`src/rtl/mftp_pkg.sv`:
```
package mftp_pkg;

  localparam logic [7:0] StatusMeta    = 8'hFF;
  localparam logic [7:0] StatusSysex   = 8'hF0;
  localparam logic [7:0] StatusEscape  = 8'hF7;
  localparam logic [7:0] StatusSystem  = 8'hF0;
  localparam logic [7:0] MetaEndTrack  = 8'h2F;
  localparam logic [3:0] NoteOnNibble  = 4'h9;
  localparam logic [3:0] NoteOffNibble = 4'h8;
  localparam logic [6:0] OffVelocity   = 7'h40;
  localparam logic [1:0] MaxLenReset   = 2'd3;

  typedef enum logic [1:0] {
    KindEvent   = 2'd0,
    KindSkipped = 2'd1,
    KindEnd     = 2'd2,
    KindCorrupt = 2'd3
  } kind_e;

  typedef enum logic [6:0] {
    PhDelta    = 7'b0000001,
    PhStatus   = 7'b0000010,
    PhData     = 7'b0000100,
    PhMetaType = 7'b0001000,
    PhSize     = 7'b0010000,
    PhSkip     = 7'b0100000,
    PhHalt     = 7'b1000000
  } phase_e;

  typedef struct packed {
    kind_e       kind;
    logic [7:0]  status;
    logic [6:0]  first;
    logic [6:0]  second;
    logic [1:0]  length;
    logic [31:0] delta;
  } result_t;

  // Message length in bytes, status byte included.
  function automatic logic [1:0] length_of(logic [7:0] st);
    logic [1:0] len;
    if (st < 8'hC0) begin
      len = 2'd3;
    end else if (st < 8'hE0) begin
      len = 2'd2;
    end else if (st < 8'hF0) begin
      len = 2'd3;
    end else if (st == 8'hF1 || st == 8'hF3) begin
      len = 2'd2;
    end else if (st == 8'hF2) begin
      len = 2'd3;
    end else begin
      len = 2'd1;
    end
    return len;
  endfunction

endpackage

```
`src/rtl/mftp_parser.sv`:
```
module mftp_parser (
  input  logic             clk_i,
  input  logic             rst_ni,
  input  logic             accept_i,
  input  logic [7:0]       byte_i,
  input  logic [1:0]       max_len_i,
  output logic             res_valid_o,
  output mftp_pkg::result_t res_o
);
  import mftp_pkg::*;

  phase_e      phase_q, phase_d;
  logic [31:0] delta_q, delta_d;
  logic [7:0]  run_status_q, run_status_d;
  logic [1:0]  run_len_q, run_len_d;
  logic [7:0]  cur_status_q, cur_status_d;
  logic [6:0]  data_q, data_d;
  logic        data_cnt_q, data_cnt_d;
  logic        meta_eot_q, meta_eot_d;
  logic [31:0] skip_q, skip_d;

  logic [6:0]  low;
  logic        begin_ev;
  logic        pre;
  logic [6:0]  pre_d1;
  logic [7:0]  st_b;
  logic [1:0]  len_b;
  logic [1:0]  need;
  logic [31:0] size_next;
  logic [31:0] skip_dec;
  logic [6:0]  fin_d2;
  logic        rewrite;

  assign low       = byte_i[6:0];
  assign size_next = {skip_q[24:0], low};
  assign skip_dec  = skip_q - 32'd1;
  assign need      = len_b - 2'd1 - {1'b0, pre};
  assign fin_d2    = low;
  assign rewrite   = (run_len_q == 2'd3) && (cur_status_q[7:4] == NoteOnNibble) &&
                     (fin_d2 == 7'd0);

  always_comb begin
    phase_d      = phase_q;
    delta_d      = delta_q;
    run_status_d = run_status_q;
    run_len_d    = run_len_q;
    cur_status_d = cur_status_q;
    data_d       = data_q;
    data_cnt_d   = data_cnt_q;
    meta_eot_d   = meta_eot_q;
    skip_d       = skip_q;
    begin_ev     = 1'b0;
    pre          = 1'b0;
    pre_d1       = '0;
    st_b         = byte_i;
    len_b        = length_of(byte_i);
    res_valid_o  = 1'b0;
    res_o        = '0;
    res_o.delta  = delta_q;

    if (accept_i) begin
      unique case (phase_q)
        PhDelta: begin
          delta_d = {delta_q[24:0], low};
          if (!byte_i[7]) phase_d = PhStatus;
        end
        PhStatus: begin
          if (!byte_i[7]) begin
            if (run_status_q == 8'd0) begin
              res_valid_o = 1'b1;
              res_o.kind  = KindCorrupt;
            end else begin
              st_b     = run_status_q;
              len_b    = length_of(run_status_q);
              begin_ev = 1'b1;
              pre      = 1'b1;
              pre_d1   = low;
            end
          end else if (byte_i < StatusSystem) begin
            run_status_d = byte_i;
            begin_ev     = 1'b1;
          end else begin
            run_status_d = 8'd0;
            cur_status_d = byte_i;
            if (byte_i == StatusMeta) begin
              phase_d = PhMetaType;
            end else if (byte_i == StatusSysex || byte_i == StatusEscape) begin
              skip_d  = '0;
              phase_d = PhSize;
            end else begin
              begin_ev = 1'b1;
            end
          end
          if (begin_ev) begin
            cur_status_d = st_b;
            run_len_d    = len_b;
            if (len_b > max_len_i) begin
              if (need == 2'd0) begin
                res_valid_o  = 1'b1;
                res_o.kind   = KindSkipped;
                res_o.status = st_b;
              end else begin
                skip_d  = {30'd0, need};
                phase_d = PhSkip;
              end
            end else if (need == 2'd0) begin
              res_valid_o  = 1'b1;
              res_o.kind   = KindEvent;
              res_o.status = st_b;
              res_o.first  = pre_d1;
              res_o.length = len_b;
            end else begin
              data_d     = pre_d1;
              data_cnt_d = pre;
              phase_d    = PhData;
            end
          end
        end
        PhData: begin
          if (!data_cnt_q && run_len_q == 2'd3) begin
            data_d     = low;
            data_cnt_d = 1'b1;
          end else begin
            res_valid_o  = 1'b1;
            res_o.kind   = KindEvent;
            res_o.length = run_len_q;
            res_o.status = cur_status_q;
            if (run_len_q == 2'd2) begin
              res_o.first = low;
            end else begin
              res_o.first  = data_q;
              res_o.second = fin_d2;
              if (rewrite) begin
                res_o.status = {NoteOffNibble, cur_status_q[3:0]};
                res_o.second = OffVelocity;
              end
            end
          end
        end
        PhMetaType: begin
          meta_eot_d = (byte_i == MetaEndTrack);
          skip_d     = '0;
          phase_d    = PhSize;
        end
        PhSize: begin
          skip_d = size_next;
          if (!byte_i[7]) begin
            if (cur_status_q == StatusMeta && meta_eot_q) begin
              res_valid_o  = 1'b1;
              res_o.kind   = KindEnd;
              res_o.status = StatusMeta;
            end else if (size_next == 32'd0) begin
              res_valid_o  = 1'b1;
              res_o.kind   = KindSkipped;
              res_o.status = cur_status_q;
            end else begin
              phase_d = PhSkip;
            end
          end
        end
        PhSkip: begin
          skip_d = skip_dec;
          if (skip_dec == 32'd0) begin
            res_valid_o  = 1'b1;
            res_o.kind   = KindSkipped;
            res_o.status = cur_status_q;
          end
        end
        PhHalt: begin
        end
        default: begin
        end
      endcase

      if (res_valid_o) begin
        delta_d = '0;
        phase_d = (res_o.kind == KindEnd || res_o.kind == KindCorrupt) ? PhHalt : PhDelta;
      end
    end
  end

  always_ff @(posedge clk_i or negedge rst_ni) begin
    if (!rst_ni) begin
      phase_q      <= PhDelta;
      delta_q      <= '0;
      run_status_q <= '0;
      run_len_q    <= '0;
      cur_status_q <= '0;
      data_q       <= '0;
      data_cnt_q   <= 1'b0;
      meta_eot_q   <= 1'b0;
      skip_q       <= '0;
    end else begin
      phase_q      <= phase_d;
      delta_q      <= delta_d;
      run_status_q <= run_status_d;
      run_len_q    <= run_len_d;
      cur_status_q <= cur_status_d;
      data_q       <= data_d;
      data_cnt_q   <= data_cnt_d;
      meta_eot_q   <= meta_eot_d;
      skip_q       <= skip_d;
    end
  end

  a_res_needs_accept: assert property (@(posedge clk_i) disable iff (!rst_ni)
    res_valid_o |-> accept_i)
    else $error("result without accepted byte");

  a_halt_after_stop: assert property (@(posedge clk_i) disable iff (!rst_ni)
    res_valid_o && (res_o.kind == KindEnd || res_o.kind == KindCorrupt)
    |=> phase_q == PhHalt)
    else $error("parser did not halt");

  a_halt_silent: assert property (@(posedge clk_i) disable iff (!rst_ni)
    phase_q == PhHalt |-> !res_valid_o)
    else $error("result while halted");

  a_event_len: assert property (@(posedge clk_i) disable iff (!rst_ni)
    res_valid_o && res_o.kind == KindEvent
    |-> res_o.length != 2'd0 && res_o.length <= max_len_i)
    else $error("event length out of range");

  a_other_zero: assert property (@(posedge clk_i) disable iff (!rst_ni)
    res_valid_o && res_o.kind != KindEvent
    |-> res_o.length == 2'd0 && res_o.first == 7'd0 && res_o.second == 7'd0)
    else $error("non-event result carries data");

endmodule

```
`src/rtl/midi_file_track_event_parser_unit.sv`:
```
// Channel   Direction  Handshake                Payload
// track     in         in_valid_i / in_ready_o  track_byte_i
// result    out        out_valid_o / out_ready_i
//                      result_kind_o, status_byte_o, first_data_o,
//                      second_data_o, event_length_o, delta_ticks_o
// config    in         cfg_we_i (no wait)       cfg_wdata_i
//
// One byte per cycle unless stalled; a result is registered the cycle after
// its last byte. Rate is set by the single parser state update per byte.
// Reset: parser in delta time phase, its state zero, limit 3, no result.
// A stalled result holds the register; a byte is still taken in the cycle
// the result is taken, so input ready follows out_ready_i while full.
module midi_file_track_event_parser_unit (
  input  logic        clk_i,
  input  logic        rst_ni,
  input  logic        cfg_we_i,
  input  logic [1:0]  cfg_wdata_i,
  input  logic        in_valid_i,
  output logic        in_ready_o,
  input  logic [7:0]  track_byte_i,
  output logic        out_valid_o,
  input  logic        out_ready_i,
  output logic [1:0]  result_kind_o,
  output logic [7:0]  status_byte_o,
  output logic [6:0]  first_data_o,
  output logic [6:0]  second_data_o,
  output logic [1:0]  event_length_o,
  output logic [31:0] delta_ticks_o
);
  import mftp_pkg::*;

  logic [1:0] max_len_q;
  logic       out_valid_q, out_valid_d;
  result_t    out_q, out_d;
  logic       accept;
  logic       res_valid;
  result_t    res;

  assign in_ready_o = !out_valid_q || out_ready_i;
  assign accept     = in_valid_i && in_ready_o;

  mftp_parser u_parser (
    .clk_i       (clk_i),
    .rst_ni      (rst_ni),
    .accept_i    (accept),
    .byte_i      (track_byte_i),
    .max_len_i   (max_len_q),
    .res_valid_o (res_valid),
    .res_o       (res)
  );

  always_comb begin
    out_valid_d = out_valid_q;
    out_d       = out_q;
    if (out_valid_q && out_ready_i) out_valid_d = 1'b0;
    if (res_valid) begin
      out_valid_d = 1'b1;
      out_d       = res;
    end
  end

  always_ff @(posedge clk_i or negedge rst_ni) begin
    if (!rst_ni) begin
      max_len_q   <= MaxLenReset;
      out_valid_q <= 1'b0;
    end else begin
      if (cfg_we_i) max_len_q <= cfg_wdata_i;
      out_valid_q <= out_valid_d;
    end
  end

  always_ff @(posedge clk_i) begin
    out_q <= out_d;
  end

  assign out_valid_o    = out_valid_q;
  assign result_kind_o  = out_q.kind;
  assign status_byte_o  = out_q.status;
  assign first_data_o   = out_q.first;
  assign second_data_o  = out_q.second;
  assign event_length_o = out_q.length;
  assign delta_ticks_o  = out_q.delta;

  a_no_overwrite: assert property (@(posedge clk_i) disable iff (!rst_ni)
    res_valid |-> !out_valid_q || out_ready_i)
    else $error("pending result overwritten");

  a_load: assert property (@(posedge clk_i) disable iff (!rst_ni)
    res_valid |=> out_valid_q)
    else $error("result not loaded");

  a_drain: assert property (@(posedge clk_i) disable iff (!rst_ni)
    out_valid_q && out_ready_i && !res_valid |=> !out_valid_q)
    else $error("taken result not cleared");

endmodule

```
`config.mk`:
```
export PLATFORM = sky130hd
export DESIGN_NAME = midi_file_track_event_parser_unit
export DESIGN_NICKNAME = d
export VERILOG_FILES = /design/src/rtl/mftp_pkg.sv /design/src/rtl/mftp_parser.sv /design/src/rtl/midi_file_track_event_parser_unit.sv
export SDC_FILE = /design/constraint.sdc
export NUM_CORES = 1
export LEC_CHECK = 0
export ABC_AREA = 1
export BUFFER_PORTS_ARGS = -buffer_cell sky130_fd_sc_hd__buf_4
export CORE_ASPECT_RATIO = 1.4
export CORE_MARGIN = 2
export CORE_UTILIZATION = 35
export DETAILED_ROUTE_END_ITERATION = 10
export PLACE_DENSITY = 0.55
export REMOVE_ABC_BUFFERS = 1
export SLEW_MARGIN = 10
export SYNTH_ARGS = -nofsm -noshare
export SYNTH_HDL_FRONTEND = slang
export SYNTH_HIERARCHICAL = 1
export SYNTH_SLANG_ARGS = --single-unit
```
`constraint.sdc`:
```
create_clock -name clk_i -period 4.5 [get_ports clk_i]
set_input_delay 0.225 -clock clk_i [delete_from_list [all_inputs] [get_ports clk_i]]
set_output_delay 0.225 -clock clk_i [all_outputs]
set_load 0.005 [all_outputs]
```
==> results.json <==
{
  "synth.largest_area_cell": "dfrtp_1",
  "hold_end": "out_valid_o",
  "cts_tree": "built",
  "hold-worst-slack_ps": 89.3,
  "clockBufferDepth": 2,
  "crit_arrival_ps": 3930,
  "syn_area_per_cell_sq_um": 8.13,
  "fmax_ghz": 0.263,
  "post_cts_buffers": 0,
  "min_period_ps": 3810,
  "clock-sinks": 159,
  "power_density_nw_per_um2": 334,
  "die_w_um": 136,
  "hold_path.class": "input pin to flop",
  "regToRegEndpoint": "first_data_o[5]",
  "root_buffer": "clkbuf_16",
  "critPathKind": "flop to flop",
  "drv_slew": 0,
  "vias": 7620,
  "finalWeightedCongestion": 0.936,
  "gr-total-overflow": 0,
  "grt_pass1_vias": 7456,
  "antenna_found_initial": 0,
  "dieArea_sq_um": 25500,
  "dr.pass1.iters": 5,
  "hp-start": "out_ready_i",
  "via_per_inst": 5.26,
  "clk_pin_slew_ps": 70,
  "synth_top_flop_cell": "dfrtp_1",
  "hpwl_um": 18600,
  "crit_start": "u_parser/skip_q[1]",
  "critPathMaxFanout": 44,
  "cap_violations": 0,
  "area_delta_synth_final_pct": 19.2,
  "ir_worst_vdd_mv": 0.280,
  "fin_crit_sh": 0.846,
  "ys_types": 47,
  "async_flop_share": 0.635,
  "drt_iter0_markers": 560,
  "tightest_slew_ps": 1030,
  "ys_top_cells_by_area": "dfrtp_1 29%, edfxtp_1 21%, nand2_1 12%, nor2_1 5.4%, inv_1 5.2%",
  "synth_edf_count": 58,
  "grt_pass1_wl_um": 40400,
  "grtUsageTotal": 0.206,
  "start_kind": "flop",
  "numCtsBuffers": 17,
  "holdPathStages": 4,
  "fp.coreArea_sq_um": 23900,
  "num_rows": 67,
  "diodes": 0,
  "insertion_delay_ps": 440,
  "rrSetupSlack_ps": 690,
  "yosysWarnings": 6,
  "io_pins": 75,
  "ant_nets": 0,
  "yosysMostFrequentCell": "nand2_1",
  "outcome": "completed",
  "r2r_start": "u_parser/skip_q[1]",
  "synthTopCellsByCount": "272 x nand2_1, 121 x nor2_1, 117 x inv_1",
  "rsz0062_at_grt": "false",
  "nets": 1147,
  "end_kind": "flop",
  "crit_required_ps": 4620,
  "slew_headroom": 0.308,
  "p_leak_nw": 4.34,
  "finish.utilization": 0.423,
  "synth_cells": 1044,
  "synth.top_cell.area_share": 0.289,
  "reg2reg_depth": 15,
  "setup_viol": 0,
  "port_buffers": 74,
  "routed_wl_um": 25500,
  "seq_area_frac_synth": 0.504,
  "htree_levels": 4,
  "grt_max_degree": 72,
  "wl_per_cell_um": 17.6,
  "drc": 0,
  "ys_ff_latch": 159,
  "drive_above_1_share": 0.151,
  "die_y_um": 188,
  "initial_core_util": 0.355,
  "syn_area_sq_um": 8480,
  "hold_viol": 0,
  "clock_skew_ps": 13.7
}
logic make-up (layout without fill, tap and decap cells):
logic type	after synthesis	after routing	share of synthesized area
xor+xnor	7	7	0.00723
fa+ha+maj	5	5	0.00737
compound gates	188	188	0.131
flops	159	159	0.504
simple gates	534	534	0.280
buf+inv	151	247	0.0709
through the flow:
step                      instance area (sq um)  setup TNS (ps)  worst slack [ps]  cells  power, mW
final                                     10100               0               694   1450       3.38
after global placement                     9420               0               726   1414       1.80
after floorplan                            8340          -21220              -362   1014       1.70
after global routing                      10100               0               387   1450       3.50
after detailed placement                   9420               0               708   1414       1.80
after CTS                                 10100               0               670   1450       3.42
critical path, stage by stage (launching register included):
cell and delay [ps]:
dfrtp_1 400, inv_1 180, ha_1 260, nand2_2 140
nor2_4 230, nand2_1 130, o21ai_1 150, nand2_1 80
nor2_1 270, nand2_1 130, nor2_2 140, nand3_4 310
nand3_4 290, nand2_1 120, inv_2 320, buf_12 300
how the worst max path moves through the flow:
stage | to | slack [ps] | cells past startpoint
after floorplan | delta_ticks_o[0] | -360 | 13
after global placement | first_data_o[5] | 730 | 15
after detailed placement | first_data_o[5] | 710 | 15
after CTS | first_data_o[5] | 670 | 15
after global routing | u_parser/delta_q[14] | 390 | 15
final | first_data_o[5] | 690 | 15
where the power goes:
group          switching (mW)  total [mW]  internal (mW)
Sequential             0.0345        1.56           1.52
Clock                   0.649        1.60          0.953
Combinational           0.158       0.222         0.0645
layout make-up:
| class | count | area [sq um] |
|---|---|---|
| fill | 2413 | 13800 |
| sequential | 159 | 4270 |
| multi-input combinational | 734 | 3620 |
| timing repair buffer | 94 | 728 |
| inverter | 121 | 454 |
| clock buffer | 18 | 429 |
| tap | 310 | 388 |
| clock inverter | 14 | 218 |
what timing repair did:
item                                    4_1_cts  5_1_grt
hold buffers                                  4        0
endpoints found under the setup margin        0        0
hold endpoints to repair                     11        0
resized for setup                             0        0
sequential cells by signal, summed over array words and instances, names as in the netlist:
register,flops
u_parser/data_cnt_q,1
u_parser/skip_q,32
u_parser/data_q,7
u_parser/delta_q,32
u_parser/cur_status_q,8
u_parser/phase_q,7
delta_ticks_o,32
first_data_o,7
max_len_q,2
event_length_o,2
result_kind_o,2
second_data_o,7
out_valid_o,1
u_parser/run_status_q,8
u_parser/meta_eot_q,1
status_byte_o,8
u_parser/run_len_q,2
layer usage:
| metal | GRT usage | vias up | routed length (um) |
|---|---|---|---|
| met4 | 0.109 | 0 | 1140 |
| li1 | - | 3679 | - |
| met1 | 0.245 | 3642 | 10300 |
| met3 | 0.0369 | 62 | 1230 |
| met2 | 0.353 | 237 | 12900 |
| met5 | 0 | - | 0 |
cell usage in the layout, fill, tap and decap left out, types with 5 or more instances in the layout:
cell	netlist	routed
nand2_2	9	9
a31oi_1	7	6
a22oi_1	17	17
o21ai_0	72	72
nand4_1	34	34
a21oi_1	22	21
nor3_1	15	15
ha_1	5	5
o22ai_1	38	38
edfxtp_1	58	58
dfrtp_1	98	98
buf_4	2	89
o21ai_1	13	13
o21ai_2	6	6
nand3_1	52	52
xor2_1	6	6
inv_1	117	116
nor2_1	121	121
nor2_2	7	7
nor2_4	5	5
clkbuf_16	0	17
nand2_1	272	272
Note: power is estimated with default switching activity, not from simulation.
